===== config.mk =====
export PLATFORM = sky130hd
export DESIGN_NAME = qslerp_div_cell
export DESIGN_NICKNAME = d
export VERILOG_FILES = /design/src/qslerp_pkg.sv /design/src/qslerp_div_cell.sv
export SDC_FILE = /design/constraint.sdc
export NUM_CORES = 1
export LEC_CHECK = 0
export BUFFER_PORTS_ARGS = -buffer_cell sky130_fd_sc_hd__buf_4
export CORE_ASPECT_RATIO = 0.7
export CORE_MARGIN = 1.5
export CORE_UTILIZATION = 39
export CTS_BUF_LIST = sky130_fd_sc_hd__clkbuf_4 sky130_fd_sc_hd__clkbuf_8
export DETAILED_ROUTE_END_ITERATION = 8
export GPL_TIMING_DRIVEN = 1
export PLACE_DENSITY = 0.67
export RECOVER_POWER = 25
export SLEW_MARGIN = 20
export SYNTH_ARGS = -nofsm -noshare
export SYNTH_HDL_FRONTEND = slang
export SYNTH_SLANG_ARGS = --single-unit

===== constraint.sdc =====
create_clock -name clk -period 0.8 [get_ports clk]
set_input_delay 0.04 -clock clk [delete_from_list [all_inputs] [get_ports clk]]
set_output_delay 0.04 -clock clk [all_outputs]
set_load 0.005 [all_outputs]

===== src/qslerp_pkg.sv =====
`timescale 1ns / 1ps
// ----------------------------------------------------------------------------
// Quaternion slerp package
// Shared widths, fixed-point constants and the CORDIC arctangent table.
// ----------------------------------------------------------------------------
package qslerp_pkg;

    // Defaults for the top-level parameters.
    localparam int COMP_BITS_DEF    = 16;
    localparam int CORDIC_STEPS_DEF = 18;

    // Internal datapath widths.
    localparam int CW     = 34;   // CORDIC x, y and angle registers
    localparam int SQ_W   = 64;   // square-root remainder
    localparam int ROOT_W = 31;   // square-root result, up to 2^30
    localparam int DIV_W  = 64;   // divider remainder
    localparam int Q_BITS = 33;   // quotient bits produced by the divider chain
    localparam int TB_W   = 16;   // blend fraction width

    // Fixed-point constants (angles and sines in Q.30).
    localparam logic [CW-1:0]     SLERP_LIM = 34'd1072668082; // 1.0 - 0.001 in Q.30
    localparam logic [CW-1:0]     CORDIC_K  = 34'd652032874;  // inverse CORDIC gain in Q.30
    localparam logic [TB_W:0]     BLEND_ONE = 17'd32768;
    localparam logic [Q_BITS-1:0] W_MAX     = 33'h080000000;  // 2.0 in Q.30

    // Arctangent of 2^-i in Q.30, truncated.
    localparam logic [31:0] ATAN_Q30 [32] = '{
        32'd843314856, 32'd497837829, 32'd263043836, 32'd133525158, 32'd67021686,
        32'd33543515, 32'd16775850, 32'd8388437, 32'd4194282, 32'd2097149,
        32'd1048575, 32'd524287, 32'd262143, 32'd131071, 32'd65535, 32'd32767,
        32'd16383, 32'd8191, 32'd4095, 32'd2047, 32'd1023, 32'd511, 32'd255,
        32'd127, 32'd63, 32'd31, 32'd15, 32'd7, 32'd3, 32'd1, 32'd0, 32'd0
    };

endpackage


===== src/qslerp_div_cell.sv =====
`timescale 1ns / 1ps
// ----------------------------------------------------------------------------
// Divider cell
// Decides one quotient bit of a restoring division for each of the two
// weight lanes, which share one divisor.
// ----------------------------------------------------------------------------
module qslerp_div_cell #(
    parameter int K      = 32,
    parameter int SIDE_W = 1
) (
    input  logic                            clk,
    input  logic                            rst_n,
    input  logic                            en,
    input  logic                            vld_in,
    input  logic [qslerp_pkg::ROOT_W-1:0]   den_in,
    input  logic [qslerp_pkg::DIV_W-1:0]    rem_in [2],
    input  logic [qslerp_pkg::Q_BITS-1:0]   q_in [2],
    input  logic [SIDE_W-1:0]               side_in,
    output logic                            vld_out,
    output logic [qslerp_pkg::ROOT_W-1:0]   den_out,
    output logic [qslerp_pkg::DIV_W-1:0]    rem_out [2],
    output logic [qslerp_pkg::Q_BITS-1:0]   q_out [2],
    output logic [SIDE_W-1:0]               side_out
);
    import qslerp_pkg::*;

    logic [DIV_W-1:0]  dk;
    logic              vld_reg;
    logic [ROOT_W-1:0] den_reg;
    logic [DIV_W-1:0]  rem_reg [2];
    logic [DIV_W-1:0]  rem_next [2];
    logic [Q_BITS-1:0] q_reg [2];
    logic [Q_BITS-1:0] q_next [2];
    logic [SIDE_W-1:0] side_reg;

    // Subtract the shifted divisor where it fits.
    always_comb
    begin
        dk = DIV_W'(den_in) << K;
        for (int l = 0; l < 2; l++)
        begin
            if (rem_in[l] >= dk)
            begin
                rem_next[l] = rem_in[l] - dk;
                q_next[l]   = q_in[l] | (Q_BITS'(1) << K);
            end
            else
            begin
                rem_next[l] = rem_in[l];
                q_next[l]   = q_in[l];
            end
        end
    end

    // Valid bit of this stage.
    always_ff @(posedge clk or negedge rst_n)
    begin
        if (!rst_n)
        begin
            vld_reg <= 1'b0;
        end
        else if (en)
        begin
            vld_reg <= vld_in;
        end
    end

    // Data of this stage.
    always_ff @(posedge clk)
    begin
        if (en)
        begin
            den_reg  <= den_in;
            rem_reg  <= rem_next;
            q_reg    <= q_next;
            side_reg <= side_in;
        end
    end

    assign vld_out  = vld_reg;
    assign den_out  = den_reg;
    assign rem_out  = rem_reg;
    assign q_out    = q_reg;
    assign side_out = side_reg;

endmodule

**Word level (Yosys, flattened, before mapping)**

Cells that the tools add are included.

- Add/sub/neg operators: 2
- $lt $le $gt $ge: 2
- Mux-type cells: 2

Operator list:

| operator | number |
|---|---|
| $ge A64 B63 Y1 | 2 |
| $mux W64 | 2 |
| $sub A64 B63 Y64 | 2 |

- Bits in registers: 227
- Input port bits: 230
- Output and inout bits: 227

**Logic depth before layout (Yosys ltp)**

- Word-level depth: 2
- Depth in mapped cells: 15

**Least setup slack after synthesis**

Ideal clock, no wire load.

- Kind: input to register
- From: input rem_in[32] (netlist bit)
- To: register rem_reg (netlist bit rem_out[43]) (data pin)
- Data arrival time: 2,408 ps
- Required time: 538 ps
- Setup slack: -1,870 ps
- Stages on the path: 13
- Path through: inv_1 > ha_1 > fa_1 > and2b_1 > o2111ai_2 > a21oi_2 > o211ai_2 > o21a_4 > a211oi_2 > o31ai_1 > o21a_4 > buf_6 > mux2_1

RTL lines:

| element | RTL line | text |
|---|---|---|
| start: declaration | qslerp_div_cell.sv:16 | `input logic [qslerp_pkg::DIV_W-1:0] rem_in [2],` |
| end signal: assignment | qslerp_div_cell.sv:74 | `rem_reg <= rem_next;` |
| end: declaration | qslerp_div_cell.sv:30 | `logic [DIV_W-1:0] rem_reg [2];` |

==> results.toml <==
[run_status]
status = "complete, but fails checks"
violations = "negative setup slack"

[yosys]
synth_edf_count = 226
synth_top_area_cell = "edfxtp_1"
synth_nets = 1137
netlist_area_um2 = 10900
ys_types = 64
synth-async-reset-ratio_pct = 0.441
netlist_top_cells_area = "edfxtp_1 62%, ha_1 7.1%, o21ai_0 3.4%"
ys.flop_type = "edfxtp_1"
synth_warnings = 0
ys_seq_elements = 227
seq_area_frac_synth_pct = 62.4
avgSynthCellArea_um2 = 12.9
yosysMostFrequentCell = "edfxtp_1"
netlist.area_leader.share_pct = 62.2
synth_common_cells = "226 x edfxtp_1, 81 x nand2_1, 75 x o21ai_0"
syn_inst = 843

[grt]
gr-total-overflow = 0
grt_pass1_vias = 11298
grt_pass1_wl_um = 64300
grt_max_degree = 52
antenna_found_initial = 1
grtUsageTotal_pct = 29.6

[route]
postRouteAntennaNets = 0
wl_per_cell_um = 21.0
route.detailed.drc = 0
via_per_inst = 5.10
vias = 11341
drt_iter0_drc = 685
drt_wl_total_um = 46600
dr.pass1.iters = 5

[clock_network]
cts_root_buf = "clkbuf_8"
clk_latency_ps = 550
cts_made_buffers = 39
cts_tree = "done"
cts.clk_slew.worst_paths_ps = 60
cts_max_level = 2
clockBufferDepth = 3
cts.sinks = 227

[timing]
worst_slew_pin_slew_ps = 545
post-route-period-util_pct = 295
fin_skew_ps = 0
rsz0062_at_grt = "true"
fmax_mhz = 423
relSlewSlack_pct = 63.5
setup_viol = 519
hold_viol = 0
post-route-min-period_ps = 2360
slew_viol_final = 0
fin_ws_ps = -1560

[die]
die_width_um = 203
num_rows = 51
die_h_um = 143
io_pins = 457
core_area_um2 = 27600
floorplan.die_area_um2 = 29000
start_util_pct = 39.5

[worst_setup_path]
crit_type = "input pin to register"
reg2regPathDepth = 1
end_kind = "register"
crit_arrival_ps = 2660
worst-path-max-fanout = 4
crit_required_ps = 1100
r2r_start = "vld_out"
startpoint = "den_in[0]"
startpoint_type = "input pin"

[layout]
drive_above_1_share_pct = 50.8
final_core_util_pct = 78.0
final_nets = 2118
final_cells = 2222
fin_area_um2 = 21600
antenna_cells = 0
syn_to_final_growth_pct = 97.6
num-fill-cells = 1705

[min_path]
hold_path_class = "input pin to register"
min_from = "rem_in[127]"
hold-path-cell-count = 4

[place]
place_inst = 1890
numPortBuffers = 456
place_congestion = 0.937
placed_cell_area_um2 = 16800
hpwl_um = 30000
dp_slack_ps = -2190

[pwr]
pwr_density_cell_nw_per_um2 = 1770
p_leak_uw = 0.00962
power_uw = 38200
ir_worst_vdd_mv = 1.30

[job]
cap_viol_max_count = 0
repair_timing:
| item | in CTS | in global routing |
|---|---|---|
| hold endpoints to repair | 268 | 17 |
| cloned | 4 | 3 |
| pin swaps | 27 | 54 |
| endpoints found under the setup margin | 293 | 519 |
| hold buffers | 226 | 7 |
| buffers inserted | 17 | 11 |
| gates resized for setup | 136 | 206 |
per-layer routing:
metal | GRT usage (%) | part of all wire (%)
met1 | 37.1 | 40
met5 | 0 | 0.036
met3 | 7.83 | 7.8
met4 | 10.1 | 3.6
met2 | 49.8 | 49
area by class of cell:
cell class	count	area (um^2)	area share (%)
clock inverter	21	236	1.10
sequential	227	6810	31.6
timing repair buffer	959	8640	40.1
inverter	48	213	0.986
multi-input combinational	549	4610	21.4
tap	371	464	2.15
clock buffer	47	597	2.77
cells by family after synthesis:
group,share of synthesized area (%)
AO/OA/AOI/OAI,13.3
AND/OR/NAND/NOR,8.98
flip-flops,62.4
multiplexers,0.917
XOR/XNOR,4.33
buffers and inverters,2.59
adder cells (fa/ha/maj),7.48
stage by stage:
step,hold slack (ps),TNS (ps)
floorplan,-256,-106180
global placement,-183,-129810
detailed placement,-182,-133520
CTS,-343,-236480
global route,55.7,-255270
finish,51.0,-239460
placed cells by master, fill, tap and decap left out, types with 20 or more instances in the layout:
cell / synthesis / final
ha_1: 62 / 53
o21ai_2: 0 / 37
o21ai_0: 75 / 21
clkbuf_4: 0 / 44
xor2_1: 26 / 25
xnor2_1: 28 / 28
nor2_1: 26 / 23
a21oi_1: 49 / 46
inv_1: 48 / 43
buf_4: 2 / 533
nand2_4: 0 / 33
buf_12: 0 / 20
nand2_1: 81 / 30
clkbuf_8: 0 / 39
a21o_1: 35 / 35
dlygate4sd3_1: 0 / 232
edfxtp_1: 226 / 226
buf_6: 2 / 121
critical path: stages:
cell and delay, ps:
buf_12 110, ha_4 160, fa_2 340, and2b_2 260
o2111ai_4 130, a21oi_2 230, o211ai_2 120, o21a_4 230
a211oi_4 240, o31ai_2 90, o21a_4 240, buf_12 140
a2111oi_4 210, xor2_1 130
worst paths after layout:
path	to	slack, ps
setup / recovery	rem_out[63]	-1560
hold / removal	rem_out[127]	50
setup reg to reg	vld_out	40
hold reg to reg	vld_out	530
max in group asynchronous	vld_out	270
min in group asynchronous	vld_out	420
flip-flops by register name (all words and copies together) (netlist names):
signal / cells
den_out: 31
q_out: 66
rem_out: 128
side_out: 1
vld_out: 1
report_power, final:
group,total [uW],switching [uW],leakage [uW],internal [uW]
clock,11700,5110,0.000431,6610
combinational,11400,4840,0.00697,6560
sequential,15100,514,0.00222,14600
(Power assumes the default switching activity.)
