--- src/qslerp_pkg.sv ---
`timescale 1ns / 1ps
// ----------------------------------------------------------------------------
// Quaternion slerp package
// Shared widths, fixed-point constants and the CORDIC arctangent table.
// ----------------------------------------------------------------------------
package qslerp_pkg;

    // Defaults for the top-level parameters.
    localparam int COMP_BITS_DEF    = 16;
    localparam int CORDIC_STEPS_DEF = 18;

    // Internal datapath widths.
    localparam int CW     = 34;   // CORDIC x, y and angle registers
    localparam int SQ_W   = 64;   // square-root remainder
    localparam int ROOT_W = 31;   // square-root result, up to 2^30
    localparam int DIV_W  = 64;   // divider remainder
    localparam int Q_BITS = 33;   // quotient bits produced by the divider chain
    localparam int TB_W   = 16;   // blend fraction width

    // Fixed-point constants (angles and sines in Q.30).
    localparam logic [CW-1:0]     SLERP_LIM = 34'd1072668082; // 1.0 - 0.001 in Q.30
    localparam logic [CW-1:0]     CORDIC_K  = 34'd652032874;  // inverse CORDIC gain in Q.30
    localparam logic [TB_W:0]     BLEND_ONE = 17'd32768;
    localparam logic [Q_BITS-1:0] W_MAX     = 33'h080000000;  // 2.0 in Q.30

    // Arctangent of 2^-i in Q.30, truncated.
    localparam logic [31:0] ATAN_Q30 [32] = '{
        32'd843314856, 32'd497837829, 32'd263043836, 32'd133525158, 32'd67021686,
        32'd33543515, 32'd16775850, 32'd8388437, 32'd4194282, 32'd2097149,
        32'd1048575, 32'd524287, 32'd262143, 32'd131071, 32'd65535, 32'd32767,
        32'd16383, 32'd8191, 32'd4095, 32'd2047, 32'd1023, 32'd511, 32'd255,
        32'd127, 32'd63, 32'd31, 32'd15, 32'd7, 32'd3, 32'd1, 32'd0, 32'd0
    };

endpackage

--- src/qslerp_vec_cell.sv ---
`timescale 1ns / 1ps
// ----------------------------------------------------------------------------
// Vectoring CORDIC cell
// One micro-rotation that drives y toward zero and accumulates the angle.
// ----------------------------------------------------------------------------
module qslerp_vec_cell #(
    parameter int STEP   = 0,
    parameter int SIDE_W = 1
) (
    input  logic                             clk,
    input  logic                             rst_n,
    input  logic                             en,
    input  logic                             vld_in,
    input  logic signed [qslerp_pkg::CW-1:0] x_in,
    input  logic signed [qslerp_pkg::CW-1:0] y_in,
    input  logic signed [qslerp_pkg::CW-1:0] z_in,
    input  logic [SIDE_W-1:0]                side_in,
    output logic                             vld_out,
    output logic signed [qslerp_pkg::CW-1:0] x_out,
    output logic signed [qslerp_pkg::CW-1:0] y_out,
    output logic signed [qslerp_pkg::CW-1:0] z_out,
    output logic [SIDE_W-1:0]                side_out
);
    import qslerp_pkg::*;

    localparam int IDX = STEP % 32;

    logic signed [CW-1:0] xs, ys, ang;
    logic                 vld_reg;
    logic signed [CW-1:0] x_reg, x_next, y_reg, y_next, z_reg, z_next;
    logic [SIDE_W-1:0]    side_reg;

    // Rotate toward the positive x axis.
    always_comb
    begin
        xs  = x_in >>> STEP;
        ys  = y_in >>> STEP;
        ang = signed'(CW'(ATAN_Q30[IDX]));
        if (y_in > 0)
        begin
            x_next = x_in + ys;
            y_next = y_in - xs;
            z_next = z_in + ang;
        end
        else
        begin
            x_next = x_in - ys;
            y_next = y_in + xs;
            z_next = z_in - ang;
        end
    end

    // Valid bit of this stage.
    always_ff @(posedge clk or negedge rst_n)
    begin
        if (!rst_n)
        begin
            vld_reg <= 1'b0;
        end
        else if (en)
        begin
            vld_reg <= vld_in;
        end
    end

    // Data of this stage.
    always_ff @(posedge clk)
    begin
        if (en)
        begin
            x_reg    <= x_next;
            y_reg    <= y_next;
            z_reg    <= z_next;
            side_reg <= side_in;
        end
    end

    assign vld_out  = vld_reg;
    assign x_out    = x_reg;
    assign y_out    = y_reg;
    assign z_out    = z_reg;
    assign side_out = side_reg;

endmodule

--- config.mk ---
export PLATFORM = sky130hd
export DESIGN_NAME = qslerp_vec_cell
export DESIGN_NICKNAME = d
export VERILOG_FILES = /design/src/qslerp_pkg.sv /design/src/qslerp_vec_cell.sv
export SDC_FILE = /design/constraint.sdc
export NUM_CORES = 1
export LEC_CHECK = 0
export BUFFER_PORTS_ARGS = -buffer_cell sky130_fd_sc_hd__buf_2
export CAP_MARGIN = 20
export CORE_MARGIN = 5
export CORE_UTILIZATION = 63
export CTS_BUF_LIST = sky130_fd_sc_hd__clkbuf_2
export CTS_CLUSTER_SIZE = 30
export DETAILED_ROUTE_END_ITERATION = 6
export PLACE_DENSITY = 0.89
export SETUP_SLACK_MARGIN = 0.3
export SLEW_MARGIN = 20
export SYNTH_ARGS = -nofsm -noshare
export SYNTH_HDL_FRONTEND = slang
export SYNTH_SLANG_ARGS = --single-unit
export TNS_END_PERCENT = 100
--- constraint.sdc ---
create_clock -name clk -period 1.2 [get_ports clk]
set_clock_uncertainty 0.05 [all_clocks]
set_input_delay 0.06 -clock clk [delete_from_list [all_inputs] [get_ports clk]]
set_output_delay 0.06 -clock clk [all_outputs]
set_load 0.005 [all_outputs]
==> results of run 1 <==
[kinds of logic after synthesis]
| family | share of synthesized area |
|---|---|
| DFF | 0.2847 |
| AOI/OAI and AO/OA | 0.2636 |
| and+or+nand+nor | 0.1359 |
| xor gates and xnor gates | 0.07347 |
| adders and majority gates | 0.1550 |
| buffers and inverters | 0.07347 |
| muxes | 0.01396 |
[per-stage QoR]
| step | TNS (ns) | hold slack, ns | instances | instance area (sq um) | setup slack [ns] |
|---|---|---|---|---|---|
| after floorplan | -99.45 | -0.2856 | 1227 | 11630 | -1.897 |
| after global placement | -146.08 | -0.2159 | 2048 | 15870 | -2.196 |
| after detailed placement | -165.91 | -0.2078 | 2048 | 15870 | -2.599 |
==> impl_results.md, run 1 <==
* Rows at 48
* Routability-driven placement congestion ratio at around 1.1
* Die width at 141.2 um
* Die Ht at 141.2 um
* Syn. warnings at 0
* Clk buf depth at 2
* Ranking of synthesized cells by area: edfxtp_1, ha_1, a21oi_1
* PortBufs at 210
* Most frequent cell after synthesis: a21oi_1
* Cts repair resizes at about 320
* Synth unique cells at 95
* Yosys reg bits at 103
* Post-synthesis async set-or-reset flop share at 0.009709
* Netlist Area Pre-Place at 10,850 sq um
* DP HPWL at 40,190 um
* Sink Count at 103
* CTS Buf Count at 9
* CTS Hold Bufs at 13
* # Post-CTS Setup Buffers at 67
* Prevailing post-synth register cell: edfxtp_1
* Top post-synthesis cells by count: a21oi_1, ha_1, inv_1
* Post-Syn Instances at ~1,200
* Run status: stopped before the end
* Htree depth at 3
* Avg Cell Area, Syn at slightly below 9 sq um
* Syn Nets at 1,466
* Tool error: [ERROR DPL-0038] Utilization greater than 100%, impossible to legalize
* Number of synthesized flops with an enable pin at 102
* Cell taking the most area after synthesis: edfxtp_1
* Clk root buf: clkbuf_2
* Seq/Total Area, Yosys at 0.2847
* IO Count at 211
* Initial Util at 0.6338
* Failing step: 4_1_cts
* Synth top area share at 0.2824
==> inputs of run 2 (changes only) <==
--- a/config.mk
+++ b/config.mk
@@ -8,12 +8,9 @@
 export BUFFER_PORTS_ARGS = -buffer_cell sky130_fd_sc_hd__buf_2
 export CAP_MARGIN = 20
 export CORE_MARGIN = 5
-export CORE_UTILIZATION = 63
-export CTS_BUF_LIST = sky130_fd_sc_hd__clkbuf_2
-export CTS_CLUSTER_SIZE = 30
+export CORE_UTILIZATION = 40
 export DETAILED_ROUTE_END_ITERATION = 6
-export PLACE_DENSITY = 0.89
-export SETUP_SLACK_MARGIN = 0.3
+export PLACE_DENSITY_LB_ADDON = 0.15
 export SLEW_MARGIN = 20
 export SYNTH_ARGS = -nofsm -noshare
 export SYNTH_HDL_FRONTEND = slang
==> run 2 against run 1 <==
  * The flow now finishes, with violations (setup timing)
  * Synthesized cell count did not move
  * Synthesized area did not move
==> impl_results.md, run 2 <==
* Final worst path period need at 3.148 ns
* R2R cell count at 1
* Post-synthesis async set-or-reset flop share at 0.009709 (unchanged)
* Min-delay worst type: in2reg
* RR Startpoint: vld_out
* Psw at 6.437 mW
* Max VDD drop at 0.0006658 V
* Hold path depth at 1
* Switching Share at 0.3614
* Failing checks: setup timing
* CTS tree: done
* Leakage Power at 8.899 nW
* Routability-driven placement congestion ratio at 0.9382 (-13%)
* Vias at between 10,000 and 15,000
* Avg Cell Area, Syn at 8.841 sq um (unchanged)
* WL per Instance at a little under 20 um
* ANT nets after route at 0
* Core Box Area at 26,800 sq um
* Slew Limit Fails at 0
* Largest net degree at the start of global routing at 33
* # Max-Cap Violations at 0
* Fin cells at approximately 2,300
* Clock power frac at 0.184
* PortBufs at 210 (unchanged)
* Detailed Route Iter0 Violations at 969
* Pre-antenna DRT Iters at 5
* PnR worst setup slack at -1.948 ns
* Yosys reg bits at 103 (unchanged)
* First-pass GRT wire length at 66,720 um
* Die width at 174.7 um (+24%)
* DRC viols at 0
* Most frequent cells in the layout: buf_4, buf_2, edfxtp_1
* Cell taking the most area after synthesis: edfxtp_1
* Netlist Area Pre-Place at 10,850 sq um (unchanged)
* Initial Util at 0.4048 (-0.2290)
* Hold path startpoint: en
* Gr ovfl total at 0
* Logic pwr share at 0.538
* Die Ht at 174.7 um (+24%)
* Final nets at between 2,000 and 2,500
* Initial antenna violation count at 2
* IO Count at 211 (unchanged)
* GRT Overall Usage at 0.2720
* Ranking of synthesized cells by area: edfxtp_1, ha_1, a21oi_1
* Top post-synthesis cells by count: a21oi_1, ha_1, inv_1
* Synth top area share at 0.2824 (unchanged)
* Pint at 11.38 mW
* Sink Count at 103 (unchanged)
* Pwr dens at 909.7 nW/um^2
* Synth unique cells at 95 (unchanged)
* Req. time, crit path at 1.27 ns
* Final Power at 17.81 mW
* CP Launch Type: primary input
* Number of synthesized flops with an enable pin at 102 (unchanged)
* Share of cells above drive strength 1 at 0.5706
* Period utilization at 2.623
* Seq/Total Area, Yosys at 0.2847 (unchanged)
* Prevailing post-synth register cell: edfxtp_1
* Syn Nets at 1,466 (unchanged)
* Max Fclk at 317.7 MHz
* Number of placed instances, taps included at 2,208 (+7.8%)
* Reg2reg setup slack at 0.39 ns
* Largest stage delay, worst path at 0.35 ns
* Most common cell after layout, fill and taps aside: buf_4
* Critical Path End Type: flip-flop
* Number of global-route vias before repair at between 10,000 and 15,000
* Final hold violations at 0
* Total wire length at ~45,000 um
* Most frequent cell after synthesis: a21oi_1
* Sequential power share at 0.278
* Clk buf depth at 2 (unchanged)
* Max_slew headroom at 0.6846
* Ant diodes at 0
* Critical path arrival at 3.22 ns
* Worst Hold Path EP: y_out[22]
* CP max FO at 6
* P&R area growth vs syn at 80.50%
* DP HPWL at 32,940 um (-18%)
* Run status: finished, violations left
* Die area at approximately 31,000 sq um
* R2R Path End: vld_out
* Final Setup Violations at 96
* Critical path's slowest cell: a221o_1
* Htree depth at 3 (unchanged)
* Syn. warnings at 0 (unchanged)
* Reg clk slew, reported paths at roughly 0.08 ns
* Setup CP Type: in2reg
* Clk root buf: clkbuf_16
* Slew @ Worst Pin at 0.4731 ns
* Post-Syn Instances at 1,227 (unchanged)
* Rows at 60 (+25%)
* CTS Buf Count at 9 (unchanged)
* RSZ-0062 raised after global routing: true
* Crit-path cells: buf_4, nor4_4, buf_4, nand4_1, nor2_1, a21o_4, inv_8, buf_6, ha_4, and4_1, a221o_1, a31oi_4, a21bo_4, a31oi_4, a211o_1, a31oi_1, xnor2_1
* Pre-CTS setup slack at -2.548 ns (+0.05102 ns)
* Worst-Skew Late Latency at 0.36 ns
* Via density per instance at 5.434
[run 2: layout make-up]
class | count | area [sq um]
inverter | 120 | 509.2
fill | 1915 | 7221
multi-input combinational | 951 | 9031
tap | 341 | 426.7
clock buffer | 9 | 225.2
timing repair buffer | 787 | 6207
sequential | 103 | 3088
clock inverter | 7 | 92.59
[run 2: worst max path at each step]
stage,slack [ns],to,startpoint,depth (start not counted)
after floorplan,-1.90,z_out[33],y_in[8],17
after global placement,-2.49,z_out[33],y_in[18],17
after detailed placement,-2.55,z_out[33],y_in[18],17
after CTS,-1.91,z_out[32],y_in[30],17
after global routing,-2.03,z_out[32],y_in[29],18
final,-1.95,z_out[32],y_in[29],17
[run 2: critical path: cells and delay by family]
kind	cells	cell delay (ns)
adders and majority gates	1	0.22
xor gates and xnor gates	1	0.08
AOI/OAI and AO/OA	7	1.57
buffers and inverters	4	0.49
and+or+nand+nor	4	0.78
[run 2: logic make-up (layout without fill, tap and decap cells)]
| kind of cell | after synthesis | after routing | synth area share |
|---|---|---|---|
| flops | 103 | 103 | 0.2847 |
| buf+inv | 173 | 923 | 0.07347 |
| compound gates | 421 | 421 | 0.2636 |
| xor+xnor | 91 | 91 | 0.07347 |
| simple gates | 292 | 292 | 0.1359 |
| mux | 15 | 15 | 0.01396 |
| fa+ha+maj | 132 | 132 | 0.1550 |
[run 2: timing repair]
action,in CTS,in global routing
endpoints found under the hold margin,6,0
endpoints found under the setup margin,96,96
buffers inserted,43,53
resized for setup,250,179
hold buffers,7,0
pin swaps,139,147
cloned,6,2
[run 2: routing by layer]
metal	vias up	routed length (um)	share of wire	GRT usage
met5	-	21	0.00047	0
met4	4	1472	0.033	0.08183
met3	109	2489	0.056	0.03159
met2	476	21470	0.48	0.4685
met1	6057	19280	0.43	0.3597
li1	5951	-	-	-
[run 2: per-stage QoR]
step           instance area (sq um)  hold slack [ns]  TNS [ns]  utilization
2_1_floorplan                  11630          -0.2856    -99.45            -
3_3_place_gp                   16400          -0.2154   -162.70       0.6118
3_5_place_dp                   16400          -0.2141   -164.24       0.6118
4_1_cts                        18320          0.01491   -108.31       0.6834
5_1_grt                        19580          0.01930   -115.57       0.7306
6_report                       19580          0.02480   -111.06       0.7306
[run 2: power groups by stage]
stage	Combinational (mW)	Sequential (mW)	Clock [mW]
2_1_floorplan	3.72	5.07	0
3_3_place_gp	7.47	5.01	0
3_5_place_dp	7.52	5.03	0
4_1_cts	8.54	4.95	3.33
5_1_grt	10.2	5.00	3.45
6_report	9.59	4.95	3.28
Power figures use the tool's default switching activity.
==> inputs of run 3 (changes only) <==
--- a/config.mk
+++ b/config.mk
@@ -5,6 +5,7 @@
 export SDC_FILE = /design/constraint.sdc
 export NUM_CORES = 1
 export LEC_CHECK = 0
+export ABC_AREA = 1
 export BUFFER_PORTS_ARGS = -buffer_cell sky130_fd_sc_hd__buf_2
 export CAP_MARGIN = 20
 export CORE_MARGIN = 5
==> run 3 against run 2 <==
  * The flow still finishes with violations (setup timing)
  * Worst setup slack better by 0.53 ns
  * Global-route usage up 3.7 points
  * Synthesized area up 12%
  * Combinational power up 17%
  * Final cell count up 29%
  * Core utilization up 1.7 points
  * Clock power down 2%
  * Non-clock buffer count up 1
  * Critical path depth up 2
  * Critical path type unchanged
  * Largest cell class unchanged
==> impl_results.md, run 3 <==
* Run status: finished, violations left
* Failing checks: setup timing
* CP max FO at 7 (+1)
* Total area of sequential cells at 3088 sq um (unchanged)
* Pre-antenna DRT Iters at 6 (+1)
* Fin cells at 2,995 (+29%)
* ANT nets after route at 0 (unchanged)
* PortBufs at 210 (unchanged)
* Synth unique cells at 39 (-59%)
* Logic pwr share at 0.581 (+0.043)
* CP startpoint: y_in[1]
* Pint at 11.27 mW (-0.95%)
* RR Startpoint: vld_out
* Seq/Total Area, Yosys at 0.2539 (-0.03080)
* Most common cell after layout, fill and taps aside: buf_4
* Detailed Route Iter0 Violations at 1,414 (+46%)
* Setup CP Type: in2reg
* Top post-synthesis cells by count: nand2_1, inv_1, nand3_1
* DRC viols at 0 (unchanged)
* Via density per instance at 5.446 (+0.21%)
* Gr ovfl total at 0 (unchanged)
* WL per Instance at 19.63 um (+1.7%)
* RSZ-0062 raised after global routing: true
* Initial Util at 0.4082 (+0.003485)
* Share of cells above drive strength 1 at 0.5524 (-0.01816)
* Most frequent cell after synthesis: nand2_1
* Most used cell along the critical path: buf_6
* Area of the multi-input gates at 11,150 sq um (+23%)
* Largest family of logic cells by synthesized area: simple AND/OR/NAND/NOR gates
* Core Box Area at 29,800 sq um (+11%)
* Largest net degree at the start of global routing at 36 (+9.1%)
* Die width at 184.4 um (+5.6%)
* Adder-cell share of the synthesized area at 0.1382 (-0.01677)
* Die area at 34,000 sq um (+11%)
* Min-delay worst type: in2reg
* Final Cell Area at 22,280 sq um (+14%)
* Post-DP Area at 18,010 sq um (+9.9%)
* Die Ht at 184.4 um (+5.6%)
* Max VDD drop at 0.0007784 V (+17%)
* Yosys reg bits at 103 (unchanged)
* Ranking of synthesized cells by area: edfxtp_1, nand2_1, ha_1
* Critical path arrival at 2.70 ns (-0.52 ns)
* Number of placed instances, taps included at 2,844 (+29%)
* Worst hold slack at 0.05117 ns (+0.02637 ns)
* P&R area growth vs syn at 83.17%
* PnR worst setup slack at -1.416 ns (+0.5317 ns)
* Clk root buf: clkbuf_16
* Max Fclk at 382.3 MHz (+20%)
* Routability-driven placement congestion ratio at 0.9640 (+2.7%)
* Largest stage delay, worst path at 0.29 ns (-0.06 ns)
* Netlist Area Pre-Place at 12,160 sq um (+12%)
* Htree depth at 3 (unchanged)
* DP HPWL at 42,990 um (+31%)
* CTS tree: done
* Post-synthesis mux area share at 0.004217 (-0.009739)
* Fill cells at 2,207 (+15%)
* Period utilization at 2.180 (-0.4431)
* Max_slew headroom at 0.7244 (+0.03977)
* Initial antenna violation count at 2 (unchanged)
* Avg Cell Area, Syn at 6.600 sq um (-25%)
* Cell taking the most area after synthesis: edfxtp_1
* Leakage Power at 10.77 nW (+21%)
* First-pass GRT wire length at 82,260 um (+23%)
* Req. time, crit path at 1.28 ns (about the same)
* Critical Path End Type: flip-flop
* Post-Syn Instances at 1,843 (+50%)
* CP Launch Type: primary input
* Syn. warnings at 0 (unchanged)
* Worst-Skew Late Latency at 0.37 ns (about the same)
* Switching Share at 0.4154 (+0.05403)
* Synth Area in XOR/XNOR at 0.03816 (-0.03531)
* Slew Limit Fails at 0 (unchanged)
* # Max-Cap Violations at 0 (unchanged)
* Final worst path period need at 2.616 ns (-0.5317 ns)
* Syn Nets at 2,082 (+42%)
* Number of synthesized flops with an enable pin at 102 (unchanged)
* Final nets at 2,839 (+28%)
* Post-synthesis simple-gate area fraction at 0.3228 (+0.1869)
* Clk buf depth at 2 (unchanged)
* Final hold violations at 0 (unchanged)
* Most frequent cells in the layout: buf_4, nand2_1, buf_2
* Crit-path cells: buf_8, clkinvlp_4, nand4_1, nor3_4, nand4_1, buf_6, nand2_8, clkinv_8, buf_12, buf_6, ha_4, a21o_1, a21oi_4, o21ai_4, nand2_2, buf_6, nor2_4, nor2_2, xnor2_1
* Critical path's slowest cell: ha_4
* Clock power frac at 0.168 (-0.016)
* IO Count at 211 (unchanged)
* GRT Overall Usage at 0.3093 (+0.03723)
* Ant diodes at 0 (unchanged)
* Rows at 63 (+5.0%)
* Pwr dens at 865.0 nW/um^2 (-4.9%)
* Sequential power share at 0.251 (-0.027)
* Number of global-route vias before repair at 15,680 (+25%)
* Post-synthesis async set-or-reset flop share at 0.009709 (unchanged)
* TNS Setup at -85.77 ns (+25.29 ns)
* Synth Area in Compound Gates at 0.1423 (-0.1213)
* Sink Count at 103 (unchanged)
* Total wire length at 58,780 um (+31%)
* Synth top area share at 0.2518 (-0.03055)
* Vias at 16,310 (+29%)
* Slew @ Worst Pin at 0.4106 ns (-0.06242 ns)
* Prevailing post-synth register cell: edfxtp_1
* Final Setup Violations at 96 (unchanged)
* Reg clk slew, reported paths at 0.08 ns (about the same)
* CTS Buf Count at 9 (unchanged)
* Psw at 8.006 mW (+24%)
* Hold path startpoint: z_in[33]
run 3: changes by cell type after synthesis, sizes merged, moves of 32 or more:
cell   delta
inv     +134
nand2   +477
nand3   +145
nor2     +72
o21ai    +35
xnor2    -70
xor2     +32
run 3: final timing paths:
check / depth (start not counted) / slack [ns] / end
setup / recovery: 19 / -1.42 / z_out[18]
hold / removal: 4 / 0.05 / z_out[33]
setup reg to reg: 1 / 0.40 / vld_out
hold reg to reg: 1 / 0.47 / vld_out
max in group asynchronous: 3 / 0.55 / vld_out
min in group asynchronous: 3 / 0.45 / vld_out
run 3: kinds of logic (layout without fill, tap and decap cells):
group | after synthesis | after routing
muxes | 5 | 5
adders and majority gates | 132 | 132
and+or+nand+nor | 936 | 936
AOI/OAI and AO/OA | 320 | 320
xor gates and xnor gates | 53 | 53
DFF | 103 | 103
buffers and inverters | 294 | 1056
run 3: through the flow:
step	util	setup slack [ns]	power, mW
2_1_floorplan	-	-0.9989	9.267
3_3_place_gp	0.6045	-2.026	13.27
3_5_place_dp	0.6045	-2.092	13.37
4_1_cts	0.6827	-1.295	17.66
5_1_grt	0.7478	-1.498	20.15
6_report	0.7478	-1.416	19.27
run 3: area by class of cell:
type,instances,area share
Multi-Input combinational cell,1446,0.5003
Timing Repair Buffer,788,0.2781
Sequential cell,103,0.1386
Inverter,252,0.04717
Tap cell,390,0.02190
Clock buffer,9,0.01011
Clock inverter,7,0.003875
run 3: worst max-delay path, delay by kind of cell:
kind            cells  cell delay, ns
compound gates      3            0.44
xor+xnor            1            0.13
fa+ha+maj           1            0.29
buf+inv             7            0.85
simple gates        7            0.93
run 3: metal layers:
layer,up-vias,wire [um],global-route usage
li1,7598,-,-
met1,7541,23360,0.4082
met2,936,26960,0.5122
met3,233,5096,0.04204
met4,2,3359,0.1251
met5,-,9,0
run 3: what timing repair did:
item	in CTS	in global routing
gates cloned	4	1
endpoints found under the setup margin	96	96
pin swaps	100	174
endpoints found under the hold margin	11	0
resized for setup	348	358
setup buffers	62	66
hold buffers	9	0
run 3: power by group through the flow:
stage	registers, mW	clock network [mW]	logic, mW
2_1_floorplan	4.94	0	4.33
3_3_place_gp	4.91	0	8.36
3_5_place_dp	4.92	0	8.45
4_1_cts	4.84	3.24	9.58
5_1_grt	4.88	3.40	11.9
6_report	4.84	3.23	11.2
