### src/qslerp_pkg.sv
`timescale 1ns / 1ps
// ----------------------------------------------------------------------------
// Quaternion slerp package
// Shared widths, fixed-point constants and the CORDIC arctangent table.
// ----------------------------------------------------------------------------
package qslerp_pkg;

    // Defaults for the top-level parameters.
    localparam int COMP_BITS_DEF    = 16;
    localparam int CORDIC_STEPS_DEF = 18;

    // Internal datapath widths.
    localparam int CW     = 34;   // CORDIC x, y and angle registers
    localparam int SQ_W   = 64;   // square-root remainder
    localparam int ROOT_W = 31;   // square-root result, up to 2^30
    localparam int DIV_W  = 64;   // divider remainder
    localparam int Q_BITS = 33;   // quotient bits produced by the divider chain
    localparam int TB_W   = 16;   // blend fraction width

    // Fixed-point constants (angles and sines in Q.30).
    localparam logic [CW-1:0]     SLERP_LIM = 34'd1072668082; // 1.0 - 0.001 in Q.30
    localparam logic [CW-1:0]     CORDIC_K  = 34'd652032874;  // inverse CORDIC gain in Q.30
    localparam logic [TB_W:0]     BLEND_ONE = 17'd32768;
    localparam logic [Q_BITS-1:0] W_MAX     = 33'h080000000;  // 2.0 in Q.30

    // Arctangent of 2^-i in Q.30, truncated.
    localparam logic [31:0] ATAN_Q30 [32] = '{
        32'd843314856, 32'd497837829, 32'd263043836, 32'd133525158, 32'd67021686,
        32'd33543515, 32'd16775850, 32'd8388437, 32'd4194282, 32'd2097149,
        32'd1048575, 32'd524287, 32'd262143, 32'd131071, 32'd65535, 32'd32767,
        32'd16383, 32'd8191, 32'd4095, 32'd2047, 32'd1023, 32'd511, 32'd255,
        32'd127, 32'd63, 32'd31, 32'd15, 32'd7, 32'd3, 32'd1, 32'd0, 32'd0
    };

endpackage

### src/qslerp_sqrt_cell.sv
`timescale 1ns / 1ps
// ----------------------------------------------------------------------------
// Square-root cell
// Decides one result bit of a restoring integer square root and hands the
// remainder, partial root and side data to the next cell.
// ----------------------------------------------------------------------------
module qslerp_sqrt_cell #(
    parameter int BIT    = 30,
    parameter int SIDE_W = 1
) (
    input  logic                           clk,
    input  logic                           rst_n,
    input  logic                           en,
    input  logic                           vld_in,
    input  logic [qslerp_pkg::SQ_W-1:0]    rem_in,
    input  logic [qslerp_pkg::ROOT_W-1:0]  root_in,
    input  logic [SIDE_W-1:0]              side_in,
    output logic                           vld_out,
    output logic [qslerp_pkg::SQ_W-1:0]    rem_out,
    output logic [qslerp_pkg::ROOT_W-1:0]  root_out,
    output logic [SIDE_W-1:0]              side_out
);
    import qslerp_pkg::*;

    logic [SQ_W-1:0]   trial;
    logic              take;
    logic              vld_reg;
    logic [SQ_W-1:0]   rem_reg, rem_next;
    logic [ROOT_W-1:0] root_reg, root_next;
    logic [SIDE_W-1:0] side_reg;

    // Growth of the square when this bit is set: r*2^(BIT+1) + 2^(2*BIT).
    always_comb
    begin
        trial     = (SQ_W'(root_in) << (BIT + 1)) + (SQ_W'(1) << (2 * BIT));
        take      = (rem_in >= trial);
        rem_next  = take ? (rem_in - trial) : rem_in;
        root_next = take ? (root_in | (ROOT_W'(1) << BIT)) : root_in;
    end

    // Valid bit of this stage.
    always_ff @(posedge clk or negedge rst_n)
    begin
        if (!rst_n)
        begin
            vld_reg <= 1'b0;
        end
        else if (en)
        begin
            vld_reg <= vld_in;
        end
    end

    // Data of this stage.
    always_ff @(posedge clk)
    begin
        if (en)
        begin
            rem_reg  <= rem_next;
            root_reg <= root_next;
            side_reg <= side_in;
        end
    end

    assign vld_out  = vld_reg;
    assign rem_out  = rem_reg;
    assign root_out = root_reg;
    assign side_out = side_reg;

endmodule

### config.mk
export PLATFORM = sky130hd
export DESIGN_NAME = qslerp_sqrt_cell
export DESIGN_NICKNAME = d
export VERILOG_FILES = /design/src/qslerp_pkg.sv /design/src/qslerp_sqrt_cell.sv
export SDC_FILE = /design/constraint.sdc
export NUM_CORES = 1
export LEC_CHECK = 0
export BUFFER_PORTS_ARGS = -buffer_cell sky130_fd_sc_hd__buf_2
export CORE_AREA = 2 2 107 109
export CTS_BUF_LIST = sky130_fd_sc_hd__clkbuf_16
export CTS_CLUSTER_DIAMETER = 60
export DETAILED_ROUTE_END_ITERATION = 6
export DIE_AREA = 0 0 109 111
export GPL_TIMING_DRIVEN = 0
export PLACE_DENSITY = 0.91
export SLEW_MARGIN = 20
export SYNTH_ARGS = -nofsm -noshare
export SYNTH_HDL_FRONTEND = slang
export SYNTH_SLANG_ARGS = --single-unit
### constraint.sdc
create_clock -name clk -period 0.95 [get_ports clk]
set_clock_uncertainty 0.1 [all_clocks]
set_input_delay 0.1425 -clock clk [delete_from_list [all_inputs] [get_ports clk]]
set_output_delay 0.1425 -clock clk [all_outputs]
set_load 0.02 [all_outputs]
# Yosys cells after proc, flatten, opt, wreduce, memory -nomap -nowiden
# Cells that the tools add are included.
# totals
inputBits	100
output_inout_bits	97
reg_bits	97
# classes
muxes	1
order_cmp	1
addsub	2
# op_table
op	n
64-bit by 63-bit greater-or-equal comparator with 1-bit output	1
64-bit two-way mux	1
64-bit by 63-bit subtractor with 64-bit output	1
62-bit by 61-bit adder with 63-bit output, second input constant	1

# Depth between registers and ports, before layout
# Gate-level depths: netlist of run 1.
# depth
depth_word	3
depth_mapped	13

# Least setup slack after synthesis of run 1
# OpenSTA, ideal clock, no wires.
# synth_path
kind	input-to-reg
from	in root_in[9] (netlist bit)
to	reg rem_reg[58] (netlist: rem_out[58]), data pin
arrival_ns	2.239
slack_ns	-1.645
cell_stages	10
cell_sequence	inv_1 -> ha_1 -> buf_4 -> nand4_4 -> or4_4 -> a211oi_2 -> nor4_2 -> and2_4 -> or4_1 -> o211a_1
# synth_between
elab_chain_len	3
# synth_lines
item	line	text
start, declared	qslerp_sqrt_cell.sv:16	input logic [qslerp_pkg::ROOT_W-1:0] root_in,
62-bit by 61-bit adder with 63-bit output *	qslerp_sqrt_cell.sv:35	trial = (SQ_W'(root_in) << (BIT + 1)) + (SQ_W'(1) << (2 * BIT));
64-bit by 63-bit subtractor with 64-bit output / 64-bit by 63-bit greater-or-equal comparator with 1-bit output (equally long branches)	qslerp_sqrt_cell.sv:37, qslerp_sqrt_cell.sv:36	
64-bit two-way mux *	qslerp_sqrt_cell.sv:37	rem_next = take ? (rem_in - trial) : rem_in;
named net rem_next[58]	qslerp_sqrt_cell.sv:28	logic [SQ_W-1:0] rem_reg, rem_next;
end signal, assigned	qslerp_sqrt_cell.sv:59	rem_reg <= rem_next;
end, declared	qslerp_sqrt_cell.sv:28	
# The timed path passes the listed nets; every way through them passes the cells marked *.
# A chain may end at the register's enable or synchronous reset.

# Final worst setup path of run 1
# layout_path
from	in rem_in[16] (netlist bit)
to	reg rem_reg[62] (netlist: rem_out[62]), data pin
# layout_between
elab_chain_len	2
# layout_lines
item	line	text
start, declared	qslerp_sqrt_cell.sv:15	input logic [qslerp_pkg::SQ_W-1:0] rem_in,
64-bit by 63-bit subtractor with 64-bit output / 64-bit by 63-bit greater-or-equal comparator with 1-bit output (equally long branches)	qslerp_sqrt_cell.sv:37, qslerp_sqrt_cell.sv:36	
64-bit two-way mux *	qslerp_sqrt_cell.sv:37	
named net rem_next[62]	qslerp_sqrt_cell.sv:28	
# Marked as above.

==> impl_metrics.ini, run 1 <==
[outcome]
status = complete, but fails checks
violations = setup timing

[min_path]
min_from = rem_in[54]
hp-class = in2reg
holdPathEnd = rem_out[54]
whs_path_depth = 2

[synthesis]
ys_ff_latch = 97
synth_ff_type = edfxtp_1
syn_area_per_cell_sq_um = 11.1
postSynthCellCount = 485
synth_edf_count = 96
syn-cell-area_sq_um = 5370
syn-num-nets = 619
synth.distinct_cells = 59
ys_warn_count = 0
synthArstFlopShare_pct = 1.03
ys_seq_area_share_pct = 54.1

[power_and_ir_drop]
p_leak_nw = 3.83
irDropWorstVdd_v = 0.00127
seqPwrFrac_pct = 37.0
power_switching_share_pct = 32.4
clkPwrFrac_pct = 27.9
power.density_nw_per_um2 = 1620
power.internal_mw = 10.1
p_switching_mw = 4.86
power_frac_comb_pct = 35.1

[critical_path]
critical_path.startpoint = rem_in[16]
crit_chain = buf_2, nor4_1, nand4_1, or3_4, a211oi_4, nor4_4, and3_1, a311o_1, or3_1
reg2reg_depth = 1
cp.buffers_inverters = 1
crit_path_start_kind = input pin
path_delay_family = simple AND/OR/NAND/NOR gates
critical_path_class = in2reg
reg2reg_to = vld_out
crit_path_top_delay_cell = nor4_1
crit_path_end_kind = register
rrSetupSlack_ns = 0.07
r2r-start = vld_out
cpPeakStageDelay_ns = 0.49
cp.required_ns = 0.95
crit_arrival_ns = 2.62
path_max_fanout = 4

[layout]
regArea_sq_um = 2910
final_cell_area_sq_um = 9260
fill_cells = 467
fin_util_pct = 83.6
diodes = 0
multi_input_area_sq_um = 2900
nets = 923
syn2layout_area_growth_pct = 72.5
final_common_cell = buf_2
most-common-layout-cells = buf_2, edfxtp_1, buf_6
drive_above_1_share_pct = 48.5

[floorplanning]
fp.dieArea_sq_um = 12100
die_width_um = 109
rows = 39
core-area_sq_um = 11100
start_util_pct = 48.5
dieHeight_um = 111
io_pins = 197

[placed_design]
io_buffers = 196
pre_cts_ws_ns = -1.98
dp_hpwl_mm = 11.7
dpl-instance-area_sq_um = 6960
place.gp.congestion = 0.816

[detailed_routing]
firstDrtPassIters = 5
drt_iter0_drc = 560
wl_per_cell_um = 24.7
wirelength_mm = 23.1
antenna_left = 0
avgViaCountPerCell = 6.19
drc = 0
vias = 5799

[sta]
hold_viol_final = 0
fmax_mhz = 381
worst_pin_slew_ns = 0.513
setup_viol = 131
relSlewSlack_pct = 65.5
grt_setup_unrepaired = yes
fin_hold_ws_ns = 0.0258
finalMaxSlewViolations = 0
worst_slack_ns = -1.67
min_period_over_period_pct = 276
period_needed_ns = 2.62

[global_route]
grt_pass1_wl_mm = 30.2
grt_pass1_vias = 5687
antenna_found_initial = 0
grtUsageTotal_pct = 32.7
grt_max_degree = 60
grt_overflow = 0

[clocking]
cts_max_level = 3
cts_buffer_depth = 2
cts_tree = yes
clk_transition_reported_paths_ns = 0.08
cts_buffers = 9
cts-root-buf = clkbuf_16
cts_sinks = 97
clk_latency_ns = 0.35

[flow_run]
max_cap_viol_count = 0
[sequential cells by signal, indices dropped and copies added, names as in the netlist]
register  count
rem_out      64
side_out      1
root_out     31
vld_out       1
[power by group through the flow]
stage               Combinational (mW)  Sequential, mW  Clock, mW
detailed placement                3.58            5.49          0
finish                            5.26            5.55       4.19
global placement                  3.48            5.47          0
global route                      5.47            5.57       4.33
CTS                               4.44            5.43       4.04
floorplan                         1.74            6.10          0
[synth_stat cells, types with 4 or more instances]
library cell	count	area, sq um
a211oi_1	4	30.0
a21o_1	8	60.1
a21oi_1	63	315
a31oi_1	5	31.3
buf_2	7	35.0
clkbuf_1	7	26.3
edfxtp_1	96	2880
ha_1	33	413
inv_1	35	131
mux2_2	4	45.0
nand2_1	27	101
nand2b_1	5	31.3
nand3_1	7	35.0
nand4_1	11	68.8
nor2_1	47	176
nor3_1	5	25.0
nor4_1	7	43.8
o211ai_1	4	30.0
o21a_1	5	37.5
o21ai_0	20	100
o21bai_1	5	37.5
xnor2_1	13	114
xor2_1	15	131
[layout make-up]
type | count | area share (%)
clock buffer | 9 | 2.43
sequential | 97 | 31.4
buffer | 14 | 1.77
inverter | 35 | 1.88
clock inverter | 7 | 1.12
tap | 143 | 1.93
timing repair buffer | 299 | 28.2
multi-input combinational | 333 | 31.3
[worst max path at each step]
stage	to	slack (ns)	depth (start not counted)
after floorplan	rem_out[62]	-1.51	10
after global placement	rem_out[58]	-1.96	12
after detailed placement	rem_out[58]	-1.98	12
after CTS	rem_out[62]	-1.46	11
after global routing	rem_out[62]	-1.64	9
final	rem_out[62]	-1.67	9
[per-layer routing]
layer  global-route usage [%]  vias up  share of wire [%]
li1                         -     2412                  -
met1                     38.0     2761                 34
met3                     6.94      121                 11
met2                     56.2      505                 48
met5                        0        -                  0
met4                     16.2        0                6.5
[repair_timing]
action	in CTS	in global routing
endpoints found under the hold margin	64	1
gates cloned	4	0
endpoints found under the setup margin	190	131
hold buffers	64	1
buffers inserted	22	11
gates resized for setup	120	151
pin swaps	23	12
[cells by family after synthesis]
kind of cell,count (synthesis),synth area share [%]
AOI/OAI and AO/OA,135,15.4
xor gates and xnor gates,28,4.57
adders and majority gates,34,8.06
buffers and inverters,55,4.50
DFF,97,54.1
muxes,4,0.839
and+or+nand+nor,132,12.5
[per-stage QoR]
stage          TNS [ns]  instances  power (mW)
2_1_floorplan    -42.41        485        7.84
3_3_place_gp    -172.58        824        8.95
3_5_place_dp     -90.52        825        9.07
4_1_cts          -60.91        927        13.9
5_1_grt          -71.18        937        15.4
6_report         -69.13        937        15.0
No activity file was read; power rests on OpenSTA's default activity.
==> run 2: changes to the inputs <==
--- a/config.mk
+++ b/config.mk
@@ -6,11 +6,11 @@
 export NUM_CORES = 1
 export LEC_CHECK = 0
 export BUFFER_PORTS_ARGS = -buffer_cell sky130_fd_sc_hd__buf_2
-export CORE_AREA = 2 2 107 109
+export CORE_AREA = 2 2 123 95
 export CTS_BUF_LIST = sky130_fd_sc_hd__clkbuf_16
 export CTS_CLUSTER_DIAMETER = 60
 export DETAILED_ROUTE_END_ITERATION = 6
-export DIE_AREA = 0 0 109 111
+export DIE_AREA = 0 0 125 97
 export GPL_TIMING_DRIVEN = 0
 export PLACE_DENSITY = 0.91
 export SLEW_MARGIN = 20
==> impl_metrics.ini, run 2 (synthesis results as in run 1) <==
[layout]
diodes = 0
nets = 919
fill_cells = 554
drive_above_1_share_pct = 49.4
syn2layout_area_growth_pct = 68.8
most-common-layout-cells = buf_2, edfxtp_1, buf_6
final_common_cell = buf_2
largest_reg_flops = 64

[critical_path]
crit_path_end_kind = register
crit_path_top_delay_cell = or3_4
crit_chain = buf_8, ha_4, nor4b_4, nand4_1, or3_4, a211oi_4, nor4_4, and3_1, a311o_1, or3_1
cpPeakStageDelay_ns = 0.45
cp.required_ns = 0.94
critical_path_class = in2reg
path_max_fanout = 4
crit_arrival_ns = 2.62
path_delay_family = simple AND/OR/NAND/NOR gates
cp.buffers_inverters = 1
crit_path_start_kind = input pin

[outcome]
violations = setup timing
status = complete, but fails checks

[sta]
hold_viol_final = 0
setup_viol = 131
fin_tns_setup_ns = -66.73
fin_hold_ws_ns = 0.0382
relSlewSlack_pct = 70.9
worst_pin_slew_ns = 0.434
period_needed_ns = 2.63
min_period_over_period_pct = 277
grt_setup_unrepaired = yes
fmax_mhz = 380
worst_slack_ns = -1.68
finalMaxSlewViolations = 0

[placed_design]
dp_hpwl_mm = 11.8
place.gp.congestion = 0.847
io_buffers = 196
pre_cts_ws_ns = -1.99

[floorplanning]
dieHeight_um = 97
io_pins = 197
start_util_pct = 49.7
core-area_sq_um = 10800
rows = 33
die_width_um = 125
fp.dieArea_sq_um = 12100

[detailed_routing]
vias = 5336
firstDrtPassIters = 4
avgViaCountPerCell = 5.74
antenna_left = 0
drt_iter0_drc = 320
drc = 0
wirelength_mm = 19.6
wl_per_cell_um = 21.1

[global_route]
grt_max_degree = 52
antenna_found_initial = 1
grt_pass1_wl_mm = 28.3
grt_pass1_vias = 5415
grt_overflow = 0
grtUsageTotal_pct = 29.3

[power_and_ir_drop]
irDropWorstVdd_v = 0.00117
power.density_nw_per_um2 = 1540
totalPowerFinal_mw = 14.0
p_leak_nw = 3.73

[clocking]
clk_transition_reported_paths_ns = 0.07
cts_buffers = 9
cts_tree = yes
cts-root-buf = clkbuf_16
cts_sinks = 97
cts_buffer_depth = 2
cts_max_level = 3
clk_latency_ns = 0.34

[min_path]
hp-class = in2reg

[flow_run]
max_cap_viol_count = 0
## run 2: layout make-up
| cell class | instances | area (sq um) | area share, % |
|---|---|---|---|
| timing repair buffer | 299 | 2500 | 27.6 |
| clock buffer | 9 | 225 | 2.48 |
| sequential | 97 | 2910 | 32.1 |
| multi-input combinational | 333 | 2940 | 32.4 |
| tap | 140 | 175 | 1.93 |
| buffer | 10 | 93.8 | 1.03 |
| inverter | 35 | 169 | 1.86 |
| clock inverter | 7 | 58.8 | 0.649 |
## run 2: final timing paths
path	from	to	slack (ns)	depth (start not counted)
worst max-delay path	root_in[0]	rem_out[62]	-1.68	10
worst min-delay path	rem_in[54]	rem_out[54]	0.04	2
worst max register to register	vld_out	vld_out	0.07	1
worst min register to register	vld_out	vld_out	0.46	1
max in group asynchronous	rst_n	vld_out	0.08	3
min in group asynchronous	rst_n	vld_out	0.56	3
## run 2: per-stage QoR
step,cell area [sq um],utilization [%],instances
floorplan,5770,-,485
global placement,6930,64.0,821
detailed placement,6950,64.2,822
CTS,8670,80.2,928
global route,9070,83.8,930
finish,9070,83.8,930
## run 2: what timing repair did
action / in CTS / in global routing
pin swaps: 26 / 12
endpoints found under the hold margin: 64 / 0
gates resized for setup: 119 / 141
endpoints found under the setup margin: 182 / 182
hold buffers: 65 / 0
setup buffers: 22 / 13
cloned: 6 / 0
## run 2: per-layer routing
layer,vias up,GRT usage (%),part of all wire [%]
met2,286,52.9,52
met3,52,7.13,7.0
met4,2,8.21,2.6
met5,-,0,0.066
met1,2605,34.9,38
li1,2391,-,-
## run 2: power breakdown
part	total, mW	internal, mW	leakage (nW)	switching [mW]
sequential	5.48	5.28	0.952	0.199
clock	3.55	1.83	0.140	1.72
combinational	4.95	2.34	2.64	2.62
total	14.0	9.45	3.73	4.54
==> run 3: changes to the inputs <==
--- a/config.mk
+++ b/config.mk
@@ -5,14 +5,15 @@
 export SDC_FILE = /design/constraint.sdc
 export NUM_CORES = 1
 export LEC_CHECK = 0
+export ABC_AREA = 1
 export BUFFER_PORTS_ARGS = -buffer_cell sky130_fd_sc_hd__buf_2
-export CORE_AREA = 2 2 123 95
+export CORE_AREA = 2 2 138 106
 export CTS_BUF_LIST = sky130_fd_sc_hd__clkbuf_16
 export CTS_CLUSTER_DIAMETER = 60
 export DETAILED_ROUTE_END_ITERATION = 6
-export DIE_AREA = 0 0 125 97
+export DIE_AREA = 0 0 140 108
 export GPL_TIMING_DRIVEN = 0
-export PLACE_DENSITY = 0.91
+export PLACE_DENSITY = 0.87
 export SLEW_MARGIN = 20
 export SYNTH_ARGS = -nofsm -noshare
 export SYNTH_HDL_FRONTEND = slang
==> constraint.sdc (replaced) <==
create_clock -name clk -period 2.33 [get_ports clk]
set_clock_uncertainty 0.1 [all_clocks]
set_input_delay 0.3495 -clock clk [delete_from_list [all_inputs] [get_ports clk]]
set_output_delay 0.3495 -clock clk [all_outputs]
set_load 0.02 [all_outputs]
==> impl_metrics.ini, run 3 <==
[layout]
final_cell_area_sq_um = 7930
diodes = 0
drive_above_1_share_pct = 26.0
multi_input_area_sq_um = 2760
syn2layout_area_growth_pct = 24.3
nets = 1160
fill_cells = 1294
largest_reg_flops = 64
final_common_cell = nand2_1
most-common-layout-cells = nand2_1, buf_2, inv_1
regArea_sq_um = 2910

[floorplanning]
dieHeight_um = 108
io_pins = 197
rows = 37
start_util_pct = 46.7
die_width_um = 140
fp.dieArea_sq_um = 15100
core-area_sq_um = 13700

[sta]
fin_hold_ws_ns = 0.0730
grt_setup_unrepaired = no
hold_viol_final = 0
worst_pin_slew_ns = 0.638
relSlewSlack_pct = 57.5
setup_viol = 0
period_needed_ns = 2.20
worst_slack_ns = 0.126
min_period_over_period_pct = 94.6
finalMaxSlewViolations = 0
fmax_mhz = 454

[placed_design]
place.gp.congestion = 0.911
io_buffers = 196
dpl-instance-area_sq_um = 7610
dp_hpwl_mm = 14.1
pre_cts_ws_ns = -0.417

[critical_path]
path_delay_family = simple AND/OR/NAND/NOR gates
crit_chain = buf_2, ha_1, inv_1, ha_4, nand4_1, buf_4, nor2_4, nand2_2, nor2_2, nand2_2, nand2_2, nor2_4, buf_6, nand2_1, nand2_1
reg2reg_depth = 1
crit_cells = 15
cp.required_ns = 2.33
cpPeakStageDelay_ns = 0.30
crit_path_start_kind = input pin
cp.buffers_inverters = 4
crit_path_end_kind = register
crit_top_cell = nand2_2
path_max_fanout = 10
critical_path_class = in2reg
rrSetupSlack_ns = 1.49
crit_path_top_delay_cell = ha_4
crit_arrival_ns = 2.21

[synthesis]
synth.distinct_cells = 29
postSynthCellCount = 815
syn_area_per_cell_sq_um = 7.82
ys_seq_area_share_pct = 45.6
synth_top_area_share_pct = 45.2
synthArstFlopShare_pct = 1.03
synth_most_common_cell = nand2_1
ys_warn_count = 0
synth_common_cells = nand2_1, inv_1, edfxtp_1, nor2_1, ha_1
synth_edf_count = 96
yosysTopAreaCell = edfxtp_1
syn-num-nets = 949
ys_ff_latch = 97
syn-cell-area_sq_um = 6380
synth_ff_type = edfxtp_1
synthTopCellsByArea = edfxtp_1, nand2_1, inv_1

[global_route]
grt_pass1_vias = 5248
grt_max_degree = 51
grt-busiest-layer = met2
use_met2_pct = 35.9
grt_overflow = 0
use_met1_pct = 32.4
grt_util_met3_pct = 5.54
grtUsageTotal_pct = 23.0
grt_pass1_wl_mm = 26.7
antenna_found_initial = 0

[outcome]
status = complete, but fails checks
violations = DRC

[min_path]
whs_path_depth = 1
hp-class = in2reg

[clocking]
cts_buffers = 9
clk_latency_ns = 0.35
clk_transition_reported_paths_ns = 0.07
cts_sinks = 97
cts_tree = yes
cts-root-buf = clkbuf_16
cts_buffer_depth = 2
cts_max_level = 3

[detailed_routing]
avgViaCountPerCell = 4.74
wl_per_cell_um = 14.2
firstDrtPassIters = 7
wirelength_mm = 17.2
drc = 20
antenna_left = 0
vias = 5720
drt_iter0_drc = 342

[power_and_ir_drop]
irDropWorstVdd_v = 0.000435
p_leak_nw = 4.27
totalPowerFinal_mw = 5.10
power.density_nw_per_um2 = 643

[flow_run]
max_cap_viol_count = 0
[run 3: final timing paths]
| path | start | endpoint |
|---|---|---|
| worst max register to register | vld_out | vld_out |
| worst max-delay path | root_in[29] | rem_out[37] |
| worst min-delay path | side_in | side_out |
| max in group asynchronous | rst_n | vld_out |
| worst min register to register | vld_out | vld_out |
| min in group asynchronous | rst_n | vld_out |
[run 3: stage by stage]
step / setup TNS (ns) / utilization (%) / std cells
4_1_cts: 0 / 57.9 / 1205
5_1_grt: 0 / 58.0 / 1206
2_1_floorplan: 0 / - / 815
3_5_place_dp: -12.59 / 55.7 / 1187
3_3_place_gp: -21.54 / 55.5 / 1186
6_report: 0 / 58.0 / 1206
[run 3: timing repair]
| action | CTS | global route |
|---|---|---|
| pin swaps | 1 | 1 |
| resized for setup | 0 | 2 |
| hold endpoints to repair | 1 | 0 |
| hold buffers | 1 | 0 |
| endpoints found under the setup margin | 14 | 32 |
| setup buffers | 1 | 1 |
[run 3: routing by layer]
metal / share of wire [%] / vias to the layer above / wire length [um]
met5: 0 / - / 0
met3: 8.7 / 18 / 1500
met2: 42 / 227 / 7270
met1: 48 / 2539 / 8180
li1: - / 2936 / -
met4: 1.2 / 0 / 200
[run 3: kinds of logic (layout without fill, tap and decap cells)]
group | after synthesis | count (layout) | share of synthesized area [%]
AND/OR/NAND/NOR | 465 | 465 | 31.9
buffers and inverters | 178 | 394 | 11.4
flip-flops | 97 | 97 | 45.6
adder cells (fa/ha/maj) | 34 | 34 | 6.79
AO/OA/AOI/OAI | 25 | 25 | 2.12
XOR/XNOR | 15 | 15 | 2.06
multiplexers | 1 | 1 | 0.177
[run 3: cell type report]
| type | count | share of cell area, % |
|---|---|---|
| inverters | 172 | 8.15 |
| clock inverters | 7 | 0.695 |
| plain buffers | 6 | 1.01 |
| flip-flops and latches | 97 | 36.7 |
| clock buffers | 9 | 2.84 |
| multi-input cells | 540 | 34.8 |
| repair buffers | 200 | 13.1 |
| well taps | 175 | 2.76 |
[run 3: report_power, final]
| group | total (mW) | leakage (nW) | internal [mW] | switching, mW |
|---|---|---|---|---|
| sequential | 2.19 | 0.951 | 2.14 | 0.0426 |
| clock | 1.43 | 0.137 | 0.737 | 0.690 |
| combinational | 1.49 | 3.18 | 0.507 | 0.979 |
